**src/rtl/core/u8u16_pkg.sv**
```systemverilog
package u8u16_pkg;

	localparam int BYTE_W     = 8;
	localparam int UNIT_W     = 16;
	localparam int CP_W       = 21;
	localparam int COUNT_BITS = 16;
	localparam int CMP_W      = 33;

	localparam logic [UNIT_W-1:0] CAP_RESET = 16'hFFFF;

	// end report status codes
	localparam logic [1:0] ST_NORMAL    = 2'd0;
	localparam logic [1:0] ST_MALFORMED = 2'd1;
	localparam logic [1:0] ST_TRUNCATED = 2'd2;
	localparam logic [1:0] ST_CAPACITY  = 2'd3;

	// lead and continuation byte limits
	localparam logic [BYTE_W-1:0] ASCII_MAX  = 8'h7F;
	localparam logic [BYTE_W-1:0] LEAD2_MIN  = 8'hC2;
	localparam logic [BYTE_W-1:0] LEAD2_MAX  = 8'hDF;
	localparam logic [BYTE_W-1:0] LEAD3_MIN  = 8'hE0;
	localparam logic [BYTE_W-1:0] LEAD3_MAX  = 8'hEF;
	localparam logic [BYTE_W-1:0] LEAD4_MIN  = 8'hF0;
	localparam logic [BYTE_W-1:0] LEAD4_MAX  = 8'hF4;
	localparam logic [BYTE_W-1:0] CONT_MIN   = 8'h80;
	localparam logic [BYTE_W-1:0] CONT_MAX   = 8'hBF;
	localparam logic [BYTE_W-1:0] LEAD_ED    = 8'hED;
	localparam logic [BYTE_W-1:0] E0_CONT_MIN = 8'hA0;
	localparam logic [BYTE_W-1:0] ED_CONT_MAX = 8'h9F;
	localparam logic [BYTE_W-1:0] F0_CONT_MIN = 8'h90;
	localparam logic [BYTE_W-1:0] F4_CONT_MAX = 8'h8F;

	localparam logic [CP_W-1:0]   BMP_MAX    = 21'h00FFFF;
	localparam logic [CP_W-1:0]   SUPP_BASE  = 21'h010000;
	localparam logic [UNIT_W-1:0] HI_SURR    = 16'hD800;
	localparam logic [UNIT_W-1:0] LO_SURR    = 16'hDC00;

	// job queue between front and back
	localparam int JQ_DEPTH = 4;
	localparam int JQ_AW    = $clog2(JQ_DEPTH);
	localparam int JQ_CW    = $clog2(JQ_DEPTH + 1);

	typedef struct packed {
		logic [UNIT_W-1:0] unit0;
		logic [UNIT_W-1:0] unit1;
		logic [UNIT_W-1:0] count0;
		logic [UNIT_W-1:0] count_final;
		logic [1:0]        n_units;
		logic              report;
		logic [1:0]        status;
		logic              term_fits;
	} job_t;

endpackage

```
**src/rtl/core/u8u16_front.sv**
```systemverilog
module u8u16_front
	import u8u16_pkg::*;
(
	input  logic              clk,
	input  logic              arst_n,
	input  logic              accept,
	input  logic [BYTE_W-1:0] data_byte,
	input  logic              end_of_string,
	input  logic              cfg_wr_en,
	input  logic [UNIT_W-1:0] cfg_wr_data,
	output logic              job_valid,
	output job_t              job
);

	logic                  stopped_q;
	logic [1:0]            reason_q;
	logic [2:0]            exp_q;
	logic [2:0]            seen_q;
	logic [BYTE_W-1:0]     lead_q;
	logic [CP_W-1:0]       cp_q;
	logic [COUNT_BITS-1:0] uw_q;
	logic [UNIT_W-1:0]     cap_q;

	logic                  n_stopped;
	logic [1:0]            n_reason;
	logic [2:0]            n_exp;
	logic [2:0]            n_seen;
	logic [BYTE_W-1:0]     n_lead;
	logic [CP_W-1:0]       n_cp;
	logic [COUNT_BITS-1:0] n_uw;

	logic                  fin;
	logic                  bad;
	logic                  need2;
	logic [COUNT_BITS:0]   sum;
	logic [CP_W-1:0]       v;
	logic                  is_end;
	logic [2:0]            seen_inc;

	always_comb begin
		n_stopped = stopped_q;
		n_reason  = reason_q;
		n_exp     = exp_q;
		n_seen    = seen_q;
		n_lead    = lead_q;
		n_cp      = cp_q;
		n_uw      = uw_q;
		fin       = 1'b0;
		bad       = 1'b0;
		job       = '0;
		is_end    = (data_byte == '0) || end_of_string;
		seen_inc  = seen_q + 3'd1;

		if (data_byte != '0 && !stopped_q) begin
			if (seen_q == 3'd0) begin
				if (data_byte <= ASCII_MAX) begin
					n_exp = 3'd1;
					n_cp  = CP_W'(data_byte);
				end else if (data_byte >= LEAD2_MIN && data_byte <= LEAD2_MAX) begin
					n_exp = 3'd2;
					n_cp  = CP_W'(data_byte[4:0]);
				end else if (data_byte >= LEAD3_MIN && data_byte <= LEAD3_MAX) begin
					n_exp = 3'd3;
					n_cp  = CP_W'(data_byte[3:0]);
				end else if (data_byte >= LEAD4_MIN && data_byte <= LEAD4_MAX) begin
					n_exp = 3'd4;
					n_cp  = CP_W'(data_byte[2:0]);
				end else begin
					bad = 1'b1;
				end
				if (!bad) begin
					n_lead = data_byte;
					n_seen = 3'd1;
					fin    = (data_byte <= ASCII_MAX);
				end
			end else begin
				bad = (data_byte < CONT_MIN) || (data_byte > CONT_MAX) ||
					((seen_q == 3'd1) &&
					 ((lead_q == LEAD3_MIN && data_byte < E0_CONT_MIN) ||
					  (lead_q == LEAD_ED && data_byte > ED_CONT_MAX) ||
					  (lead_q == LEAD4_MIN && data_byte < F0_CONT_MIN) ||
					  (lead_q == LEAD4_MAX && data_byte > F4_CONT_MAX)));
				if (!bad) begin
					n_cp   = {cp_q[CP_W-7:0], data_byte[5:0]};
					n_seen = seen_inc;
					fin    = (seen_inc >= exp_q);
				end
			end
			if (bad) begin
				n_stopped = 1'b1;
				n_reason  = ST_MALFORMED;
				n_exp     = '0;
				n_seen    = '0;
				n_lead    = '0;
				n_cp      = '0;
			end
		end

		need2 = (n_cp > BMP_MAX);
		sum   = {1'b0, uw_q} + (COUNT_BITS+1)'(need2 ? 2 : 1);
		v     = n_cp - SUPP_BASE;

		if (fin) begin
			// the count after the new units must stay below capacity
			if (CMP_W'(sum) >= CMP_W'(cap_q) || sum[COUNT_BITS]) begin
				n_stopped = 1'b1;
				n_reason  = ST_CAPACITY;
			end else begin
				n_uw            = sum[COUNT_BITS-1:0];
				job.n_units     = need2 ? 2'd2 : 2'd1;
				job.unit0       = need2 ? (HI_SURR + UNIT_W'(v[19:10])) : n_cp[UNIT_W-1:0];
				job.unit1       = LO_SURR + UNIT_W'(v[9:0]);
				job.count0      = UNIT_W'(uw_q + COUNT_BITS'(1));
				job.count_final = UNIT_W'(sum[COUNT_BITS-1:0]);
			end
			n_exp  = '0;
			n_seen = '0;
			n_lead = '0;
			n_cp   = '0;
		end

		if (is_end) begin
			if (!n_stopped && n_seen != 3'd0) begin
				n_stopped = 1'b1;
				n_reason  = ST_TRUNCATED;
			end
			job.report      = 1'b1;
			job.status      = n_stopped ? n_reason : ST_NORMAL;
			job.term_fits   = (cap_q != '0);
			job.count_final = UNIT_W'(n_uw);
			n_stopped = 1'b0;
			n_reason  = ST_NORMAL;
			n_exp     = '0;
			n_seen    = '0;
			n_lead    = '0;
			n_cp      = '0;
			n_uw      = '0;
		end

		job_valid = accept && ((job.n_units != 2'd0) || job.report);
	end

	always_ff @(posedge clk or negedge arst_n) begin
		if (!arst_n) begin
			stopped_q <= 1'b0;
			reason_q  <= ST_NORMAL;
			exp_q     <= '0;
			seen_q    <= '0;
			lead_q    <= '0;
			cp_q      <= '0;
			uw_q      <= '0;
		end else if (accept) begin
			stopped_q <= n_stopped;
			reason_q  <= n_reason;
			exp_q     <= n_exp;
			seen_q    <= n_seen;
			lead_q    <= n_lead;
			cp_q      <= n_cp;
			uw_q      <= n_uw;
		end
	end

	always_ff @(posedge clk or negedge arst_n) begin
		if (!arst_n) begin
			cap_q <= CAP_RESET;
		end else if (cfg_wr_en) begin
			cap_q <= cfg_wr_data;
		end
	end

endmodule

```
**src/rtl/core/u8u16_jobq.sv**
```systemverilog
module u8u16_jobq
	import u8u16_pkg::*;
(
	input  logic clk,
	input  logic arst_n,
	input  logic wr_en,
	input  job_t wr_job,
	output logic full,
	input  logic rd_en,
	output logic head_valid,
	output job_t head_job
);

	job_t             mem_q [JQ_DEPTH];
	logic [JQ_AW-1:0] wr_ptr_q;
	logic [JQ_AW-1:0] rd_ptr_q;
	logic [JQ_CW-1:0] cnt_q;

	assign full       = (cnt_q == JQ_CW'(JQ_DEPTH));
	assign head_valid = (cnt_q != '0);
	assign head_job   = mem_q[rd_ptr_q];

	always_ff @(posedge clk) begin
		if (wr_en) begin
			mem_q[wr_ptr_q] <= wr_job;
		end
	end

	always_ff @(posedge clk or negedge arst_n) begin
		if (!arst_n) begin
			wr_ptr_q <= '0;
			rd_ptr_q <= '0;
			cnt_q    <= '0;
		end else begin
			if (wr_en) begin
				wr_ptr_q <= (wr_ptr_q == JQ_AW'(JQ_DEPTH - 1)) ? '0 : wr_ptr_q + JQ_AW'(1);
			end
			if (rd_en) begin
				rd_ptr_q <= (rd_ptr_q == JQ_AW'(JQ_DEPTH - 1)) ? '0 : rd_ptr_q + JQ_AW'(1);
			end
			if (wr_en && !rd_en) begin
				cnt_q <= cnt_q + JQ_CW'(1);
			end else if (rd_en && !wr_en) begin
				cnt_q <= cnt_q - JQ_CW'(1);
			end
		end
	end

endmodule

```
**src/rtl/core/u8u16_back.sv**
```systemverilog
module u8u16_back
	import u8u16_pkg::*;
(
	input  logic              clk,
	input  logic              arst_n,
	input  logic              head_valid,
	input  job_t              head_job,
	output logic              head_pop,
	input  logic              pop,
	output logic              empty,
	output logic [UNIT_W-1:0] code_unit,
	output logic              is_end_report,
	output logic [UNIT_W-1:0] unit_count,
	output logic [1:0]        end_status,
	output logic              terminator_fits,
	output logic              last
);

	logic [1:0]        idx_q;
	logic              out_valid_q;
	logic [UNIT_W-1:0] unit_q;
	logic              rep_q;
	logic [UNIT_W-1:0] count_q;
	logic [1:0]        status_q;
	logic              fits_q;
	logic              last_q;

	logic              load;
	logic [1:0]        total;
	logic              cur_last;
	logic [UNIT_W-1:0] cur_unit;
	logic [UNIT_W-1:0] cur_count;
	logic              cur_rep;

	always_comb begin
		load     = head_valid && (!out_valid_q || pop);
		total    = head_job.n_units + {1'b0, head_job.report};
		cur_last = (idx_q == total - 2'd1);
		cur_rep  = (idx_q >= head_job.n_units);
		// units come first, then the report if the item carries one
		if (cur_rep) begin
			cur_unit  = '0;
			cur_count = head_job.count_final;
		end else if (idx_q == 2'd0) begin
			cur_unit  = head_job.unit0;
			cur_count = head_job.count0;
		end else begin
			cur_unit  = head_job.unit1;
			cur_count = head_job.count_final;
		end
		head_pop = load && cur_last;
	end

	always_ff @(posedge clk or negedge arst_n) begin
		if (!arst_n) begin
			idx_q       <= '0;
			out_valid_q <= 1'b0;
		end else begin
			if (load) begin
				out_valid_q <= 1'b1;
				idx_q       <= cur_last ? 2'd0 : idx_q + 2'd1;
			end else if (pop) begin
				out_valid_q <= 1'b0;
			end
		end
	end

	always_ff @(posedge clk) begin
		if (load) begin
			unit_q   <= cur_unit;
			rep_q    <= cur_rep;
			count_q  <= cur_count;
			status_q <= cur_rep ? head_job.status : ST_NORMAL;
			fits_q   <= cur_rep && head_job.term_fits;
			last_q   <= cur_last;
		end
	end

	assign empty           = !out_valid_q;
	assign code_unit       = unit_q;
	assign is_end_report   = rep_q;
	assign unit_count      = count_q;
	assign end_status      = status_q;
	assign terminator_fits = fits_q;
	assign last            = last_q;

endmodule

```
**src/rtl/core/utf8_to_utf16_transcoder_unit.sv**
```systemverilog
// utf-8 to utf-16 transcoder, one byte in per cycle while full is low
// input side is a queue write port: data_byte and end_of_string are taken at a
// clock edge with push high and full low. a zero byte or a flagged byte ends the
// string and produces an end report after any code units of that byte
// result side is a queue read port: while empty is low the oldest result sits on
// code_unit/is_end_report/unit_count/end_status/terminator_fits/last and is taken
// at an edge with pop high. last marks the final result caused by one byte
// a byte leaves zero to three results; the first passes through the job queue
// and the output register to reach the result ports. the decoder handles one
// byte per cycle while full is low; the result side gives one result per cycle
// while pop is high, so bytes that expand to a surrogate pair or a report drain
// through a four-entry job queue and push sees full once it is filled
// when pop stays low the output register holds its result, the job queue fills
// and full rises; nothing is dropped
// cfg_wr_en writes capacity_units from cfg_wr_data in the same edge; write it
// only while no string is in flight
// reset clears the decoder state and both queues, capacity_units returns to 65535
module utf8_to_utf16_transcoder_unit
	import u8u16_pkg::*;
(
	input  logic              clk,
	input  logic              arst_n,
	input  logic              push,
	output logic              full,
	input  logic [BYTE_W-1:0] data_byte,
	input  logic              end_of_string,
	input  logic              cfg_wr_en,
	input  logic [UNIT_W-1:0] cfg_wr_data,
	output logic              empty,
	input  logic              pop,
	output logic [UNIT_W-1:0] code_unit,
	output logic              is_end_report,
	output logic [UNIT_W-1:0] unit_count,
	output logic [1:0]        end_status,
	output logic              terminator_fits,
	output logic              last
);

	logic accept;
	logic job_valid;
	job_t job;
	logic head_valid;
	job_t head_job;
	logic head_pop;

	assign accept = push && !full;

	u8u16_front u_front (
		.clk           (clk),
		.arst_n        (arst_n),
		.accept        (accept),
		.data_byte     (data_byte),
		.end_of_string (end_of_string),
		.cfg_wr_en     (cfg_wr_en),
		.cfg_wr_data   (cfg_wr_data),
		.job_valid     (job_valid),
		.job           (job)
	);

	u8u16_jobq u_jobq (
		.clk        (clk),
		.arst_n     (arst_n),
		.wr_en      (job_valid),
		.wr_job     (job),
		.full       (full),
		.rd_en      (head_pop),
		.head_valid (head_valid),
		.head_job   (head_job)
	);

	u8u16_back u_back (
		.clk             (clk),
		.arst_n          (arst_n),
		.head_valid      (head_valid),
		.head_job        (head_job),
		.head_pop        (head_pop),
		.pop             (pop),
		.empty           (empty),
		.code_unit       (code_unit),
		.is_end_report   (is_end_report),
		.unit_count      (unit_count),
		.end_status      (end_status),
		.terminator_fits (terminator_fits),
		.last            (last)
	);

endmodule
```
**config.mk**
```make
export PLATFORM = sky130hd
export DESIGN_NAME = utf8_to_utf16_transcoder_unit
export DESIGN_NICKNAME = d
export VERILOG_FILES = /design/src/rtl/core/u8u16_pkg.sv /design/src/rtl/core/u8u16_front.sv /design/src/rtl/core/u8u16_jobq.sv /design/src/rtl/core/u8u16_back.sv /design/src/rtl/core/utf8_to_utf16_transcoder_unit.sv
export SDC_FILE = /design/constraint.sdc
export NUM_CORES = 1
export LEC_CHECK = 0
export ABC_AREA = 1
export BUFFER_PORTS_ARGS = -buffer_cell sky130_fd_sc_hd__buf_2
export CORE_ASPECT_RATIO = 0.9
export CORE_UTILIZATION = 45
export CTS_BUF_LIST = sky130_fd_sc_hd__clkbuf_4 sky130_fd_sc_hd__clkbuf_8
export DETAILED_ROUTE_END_ITERATION = 6
export HOLD_SLACK_MARGIN = 0.12
export PLACE_DENSITY = 0.62
export RECOVER_POWER = 50
export SLEW_MARGIN = 20
export SYNTH_ARGS = -nofsm -noshare
export SYNTH_HDL_FRONTEND = slang
export SYNTH_HIERARCHICAL = 1
export SYNTH_SLANG_ARGS = --single-unit
```
**constraint.sdc**
```tcl
create_clock -name clk -period 12.2 [get_ports clk]
set_input_delay 2.44 -clock clk [delete_from_list [all_inputs] [get_ports clk]]
set_output_delay 2.44 -clock clk [all_outputs]
set_load 0.01 [all_outputs]
```
==> impl_metrics.py, run 1 <==
metrics = {
    "clock_network": {
        "cts_max_level": 3,
        "clk_latency_ns": 0.63,
        "cts_hold_buf": 0,
        "cts.clk_slew.worst_paths_ns": 0.06,
        "clock_path_buffers": 3,
        "cts_resized": 0,
        "cts.sinks": 397,
        "postCtsSetupRepairBufs": 0,
        "cts_root_buffer": "clkbuf_8",
        "cts_buffers": 66,
        "cts_tree": "built",
    },
    "finish": {
        "postLayoutCoreUtil_pct": 50.20,
        "ff_latch_area_mm2": 0.01154,
        "multi_input_area_mm2": 0.006093,
        "final_nets": 2052,
        "fin_cells": 2581,
        "areaGrowthSynthToFinish_pct": 8.923,
        "drive_gt1_share_pct": 12.49,
        "fill_cells": 3864,
    },
    "route": {
        "wire_per_inst_um": 17.85,
        "route.detailed.drc": 0,
        "vias_per_cell": 5.157,
        "postRouteAntennaNets": 0,
        "dr.first_iter.drc_count": 1102,
        "vias": 13310,
        "first_pass_iters": 5,
        "wirelength_um": 46060,
    },
    "synth": {
        "synth_cells": 1927,
        "avgSynthCellArea_um2": 10.09,
        "yosysWarnings": 6,
        "syn-cell-area_mm2": 0.01945,
        "syn_nets": 1996,
        "yosys.cell_types.count": 50,
        "ys_seq_area_share_pct": 59.34,
        "synthFlopType": "edfxtp_1",
        "synth_edf_count": 317,
        "async_flop_share_pct": 20.15,
        "synth-seq-cells": 397,
    },
    "pwr": {
        "vdd_drop_max_mv": 0.1572,
        "leakage_uw": 0.008936,
        "power_uw": 5060,
        "powerDensity_mw_per_mm2": 238.9,
    },
    "floorplanning": {
        "die-height_um": 199.2,
        "start_util_pct": 46.09,
        "fp.dieArea_mm2": 0.04406,
        "core-area_mm2": 0.04220,
        "row_count": 71,
        "die_width_um": 221.1,
        "io-pin-count": 69,
    },
    "grt": {
        "antenna_found_initial": 2,
        "grt_overflow_total": 0,
        "track_usage_pct": 21.36,
        "grt_pass1_vias": 12900,
        "grt_start_max_net_pins": 147,
        "grt_pass1_wl_um": 72210,
    },
    "min_path": {
        "min_path_type": "flop to flop",
    },
    "critical_path": {
        "crit_path_max_fanout": 36,
        "cpPeakStageDelay_ns": 0.90,
        "cp-end-kind": "flop",
        "worstSetupStartpointType": "primary input",
        "crit_type": "primary input to flop",
        "cp_data_arrival_time_ns": 10.37,
        "critPathSlowestCell": "nand2_1",
        "required_ns": 12.47,
    },
    "timing": {
        "setup_viol": 0,
        "rsz0062_at_grt": "no",
        "slew_headroom_pct": -188.8,
        "tns_ns": 0,
        "finalMaxSlewViolations": 165,
        "fmax_mhz": 98.99,
        "worst_slew_pin_slew_ns": 4.332,
        "fin_skew_ns": 0.03204,
        "hold_viol": 0,
        "fin_crit_sh_pct": 82.80,
        "period_minus_slack_ns": 10.10,
    },
    "placed_design": {
        "portBuffers": 68,
        "gp_congestion": 0.8676,
        "dp_hpwl_um": 29960,
        "dp_cells": 2462,
    },
    "run_status": {
        "violations": "max-capacitance violations, max-slew violations",
        "outcome": "finished, violations left",
    },
    "run": {
        "cap_violations": 3,
    },
}
## cells in the mapped netlist, drive strengths merged (10+ instances only)
master | instances | area share, %
a21oi | 48 | 1.4
buf | 62 | 2.5
clkbuf | 36 | 0.69
dfrtp | 64 | 8.2
dfstp | 16 | 2.2
edfxtp | 317 | 49
ha | 37 | 2.4
inv | 291 | 5.6
nand2 | 568 | 11
nand3 | 51 | 1.5
nand4 | 18 | 0.66
nor2 | 91 | 1.9
nor3 | 10 | 0.31
o211ai | 142 | 6.7
o21ai | 99 | 2.6
o22ai | 19 | 0.61
o31ai | 18 | 0.69
xor2 | 20 | 0.90
## final cells by class
cell class	count	share of cell area (%)
Antenna cell	1	0.01181
Clock buffer	100	5.729
Clock inverter	18	0.5965
Inverter	292	5.221
Multi-Input combinational cell	1140	28.76
Sequential cell	397	54.48
Tap cell	547	3.231
Timing Repair Buffer	86	1.967
## sequential cells by signal (all words and copies together), names as in the netlist, 3 cells and up
| name | flops |
|---|---|
| u_back/unit_count | 16 |
| u_front/exp_q | 3 |
| u_back/code_unit | 16 |
| u_front/seen_q | 3 |
| u_jobq/cnt_q | 3 |
| u_front/lead_q | 8 |
| u_jobq/mem_q | 280 |
| u_front/uw_q | 16 |
| u_front/cap_q | 16 |
| u_front/cp_q | 21 |
## power breakdown
part	leakage [µW]	internal, µW	switching (µW)
combinational	0.00419	505	1390
sequential	0.00403	1880	97.0
clock	0.000714	660	534
total	0.00894	3040	2020
## worst max-delay path: cells and delay by family
kind            cells  cell delay, ns
xor+xnor            1            0.22
compound gates      3            0.85
fa+ha+maj           2            0.56
simple gates       21            4.13
buf+inv             8            2.10
## final timing paths
path                                    startpoint  depth (start not counted)  slack (ns)               endpoint
max in group asynchronous                   arst_n                          2        5.96        u_front/cp_q[4]
worst max-delay path                  data_byte[7]                         35        2.10    u_jobq/mem_q[1][40]
worst min register to register     u_jobq/cnt_q[2]                          2        0.48        u_jobq/cnt_q[2]
worst max register to register  u_jobq/rd_ptr_q[1]                         11        3.97  u_back/unit_count[15]
min in group asynchronous                   arst_n                          1        1.74      u_front/lead_q[5]
worst min-delay path               u_jobq/cnt_q[2]                          2        0.48        u_jobq/cnt_q[2]
## routing by layer
layer	global-route usage (%)	routed length, µm	up-vias
li1	-	-	6571
met1	30.22	22020	6319
met2	33.29	20420	354
met3	4.293	2783	65
met4	6.320	837	0
met5	0	0	-
## cells in the final DEF (no fill, tap or decap), types with 13 or more instances in the layout
cell type  instances
o211ai_1          97
clkbuf_1          47
nand2_1          559
ha_1              37
o211ai_2          45
inv_2             13
dfrtp_1           64
o31ai_1           18
a21oi_1           45
nor2_1            84
buf_2             26
dfstp_2           16
edfxtp_1         317
o21ai_0           84
o21ai_1           14
nand4_1           18
clkbuf_8          74
o22ai_1           19
xor2_1            20
nand3_1           49
clkbuf_4          26
inv_1            276
## metrics by stage
step	worst slack [ns]	hold slack (ns)	instance area, µm²
final	2.098	0.4760	21180
after global routing	1.208	0.5027	21180
after CTS	3.152	0.4840	21350
after detailed placement	2.515	0.4682	20010
after global placement	2.639	0.4562	20010
after floorplan	3.518	0.4417	19450
## logic make-up (layout without fill, tap and decap cells)
logic type | Yosys count | after routing | share of synthesized area [%]
DFF | 397 | 397 | 59.34
other | 1 | 2 | 0.01928
AOI/OAI and AO/OA | 330 | 330 | 12.11
xor gates and xnor gates | 22 | 22 | 0.9908
buffers and inverters | 390 | 496 | 8.884
and+or+nand+nor | 748 | 748 | 16.07
adders and majority gates | 39 | 39 | 2.586
No activity file was read; power rests on OpenSTA's default activity.
==> run 2, diff against run 1 <==
ABC_AREA = 0   (was 1)
PLACE_DENSITY = 0.64   (was 0.62)
clock period = 8.4 ns   (was 12.2 ns; I/O delays follow)
==> impl_metrics.py, run 2 <==
metrics = {
    "run_status": {
        "outcome": "finished, violations left",
        "violations": "max-capacitance violations, max-slew violations",
    },
    "finish": {
        "areaGrowthSynthToFinish_pct": 11.17,
        "final_nets": 1356,
        "fin_cells": 1873,
        "fin_area_mm2": 0.02000,
        "postLayoutCoreUtil_pct": 50.69,
        "largest_register": "u_jobq/mem_q",
        "drive_gt1_share_pct": 21.25,
        "n_antenna_cell": 0,
        "reg_top3": "u_jobq/mem_q x280, u_front/cp_q x21",
        "largest_reg_flops": 280,
        "layout_commonest_cell": "edfxtp_1",
        "layout_common_cells": "edfxtp_1 (317), nand2_1 (81), clkbuf_8 (77), nor2_1 (75), mux4_2 (68)",
    },
    "synth": {
        "post-synth-top-count-cell": "edfxtp_1",
        "synth_cells": 1194,
        "yosys.area.top_type": "edfxtp_1",
        "synth-compound-area-share_pct": 7.087,
        "yosysWarnings": 6,
        "yosys.cell_types.count": 86,
        "syn-cell-area_mm2": 0.01799,
        "synth_common_cells": "edfxtp_1 (317), nand2_1 (81), nor2_1 (75), mux4_2 (68), dfrtp_1 (64)",
        "synth_area_leaders": "edfxtp_1 (53%), dfrtp_1 (8.9%), mux4_2 (8.5%)",
        "synth-seq-cells": 397,
        "synth_edf_count": 317,
        "synth_top_family_by_area": "multiplexers",
        "ys_seq_area_share_pct": 64.15,
        "synthFlopType": "edfxtp_1",
        "synth-adder-area-share_pct": 2.796,
        "synth_xor_area_share_pct": 1.641,
        "synthMuxAreaShare_pct": 12.26,
        "avgSynthCellArea_um2": 15.07,
        "synth.top_cell.area_share_pct": 52.91,
        "synth_simple_gate_area_share_pct": 8.033,
        "async_flop_share_pct": 20.15,
        "syn_nets": 1263,
    },
    "clock_network": {
        "cts_max_level": 3,
        "cts_tree": "built",
        "cts_buffers": 69,
        "cts_root_buffer": "clkbuf_8",
        "cts_resized": 0,
        "cts.sinks": 397,
        "cts.clk_slew.worst_paths_ns": 0.05,
        "clock_path_buffers": 3,
        "postCtsSetupRepairBufs": 0,
        "cts_hold_buf": 0,
        "clk_latency_ns": 0.61,
    },
    "grt": {
        "grt_start_max_net_pins": 71,
        "grt_pass1_vias": 10120,
        "track_usage_pct": 19.00,
        "grt_pass1_wl_um": 58410,
        "antenna_found_initial": 0,
        "grt_overflow_total": 0,
    },
    "critical_path": {
        "cp-end-kind": "flop",
        "crit_buf_inv": 4,
        "cpPeakStageDelay_ns": 0.79,
        "worstSetupStartpointType": "primary input",
        "required_ns": 8.70,
        "crit_type": "primary input to flop",
        "cp_data_arrival_time_ns": 8.20,
        "critPathSlowestCell": "and2_4",
        "cp_top_family": "simple AND/OR/NAND/NOR gates",
        "crit_path_max_fanout": 55,
    },
    "timing": {
        "worst_slew_pin_slew_ns": 3.346,
        "fmax_mhz": 126.7,
        "slew_headroom_pct": -123.1,
        "hold_viol": 0,
        "rsz0062_at_grt": "no",
        "fin_skew_ns": 0.02543,
        "finalMaxSlewViolations": 193,
        "fin_crit_sh_pct": 93.98,
        "setup_viol": 0,
        "tns_ns": 0,
        "period_minus_slack_ns": 7.894,
    },
    "floorplanning": {
        "die-height_um": 191.7,
        "row_count": 69,
        "die_width_um": 212.8,
        "fp.dieArea_mm2": 0.04078,
        "core-area_mm2": 0.03945,
        "start_util_pct": 45.60,
        "io-pin-count": 69,
    },
    "pwr": {
        "power_uw": 6556,
        "vdd_drop_max_mv": 0.1798,
        "leakage_uw": 0.007276,
        "powerDensity_mw_per_mm2": 327.8,
    },
    "placed_design": {
        "dp_hpwl_um": 23570,
        "dpl_cell_area_mm2": 0.01876,
        "portBuffers": 68,
        "gp_congestion": 0.8702,
        "dp_cells": 1747,
    },
    "route": {
        "wire_per_inst_um": 20.24,
        "vias_per_cell": 5.528,
        "dr.first_iter.drc_count": 726,
        "wirelength_um": 37910,
        "first_pass_iters": 5,
        "vias": 10350,
        "postRouteAntennaNets": 0,
        "route.detailed.drc": 0,
    },
    "min_path": {
        "min_path_type": "flop to flop",
    },
    "run": {
        "cap_violations": 5,
    },
}
==> run 2: layer usage <==
layer  GRT usage (%)  up-vias  share of wire, %
li1                -     4763                 -
met1           28.61     5187                48
met2           27.50      349                44
met3           4.153       55               6.3
met4           5.672        0               1.8
met5               0        -                 0
==> run 2: kinds of logic after synthesis <==
family / after synthesis
flip-flops: 397
AND/OR/NAND/NOR: 289
AO/OA/AOI/OAI: 183
buffers and inverters: 131
multiplexers: 122
adder cells (fa/ha/maj): 39
XOR/XNOR: 32
other: 1
==> run 2: cell type report <==
type,count,area (µm²)
fillers,3362,19450
flip-flops and latches,397,11540
multi-input cells,666,5673
clock buffers,95,1195
well taps,532,665.6
repair buffers,93,514.2
inverters,60,225.2
clock inverters,30,181.4
==> run 2: through the flow <==
step                      hold slack [ns]  setup slack, ns
after floorplan                    0.4418           0.6183
after global placement             0.4555           0.1752
after detailed placement           0.4625        -0.009878
after CTS                          0.4741           0.6424
after global routing               0.4949          0.08562
final                              0.4721           0.5060
==> run 2: final timing paths <==
path	cells after the start	startpoint	end	slack (ns)
max in group asynchronous	2	arst_n	u_jobq/rd_ptr_q[0]	2.83
setup / recovery	26	data_byte[5]	u_jobq/mem_q[0][67]	0.51
min in group asynchronous	1	arst_n	u_front/exp_q[0]	1.32
hold / removal	2	u_front/lead_q[6]	u_front/lead_q[6]	0.47
hold reg to reg	2	u_front/lead_q[6]	u_front/lead_q[6]	0.47
setup reg to reg	26	u_front/seen_q[0]	u_jobq/mem_q[0][67]	1.02
==> run 2: tightest hold or removal path, cell delays in order, from the launching register on <==
cell and delay (ns):
dfrtp_1 0.33, nand2_1 0.04, o21ai_0 0.06
==> run 2: power by group <==
group | switching (µW) | internal (µW)
Sequential | 233 | 2660
Combinational | 1090 | 835
Clock | 773 | 958
Total | 2100 | 4460
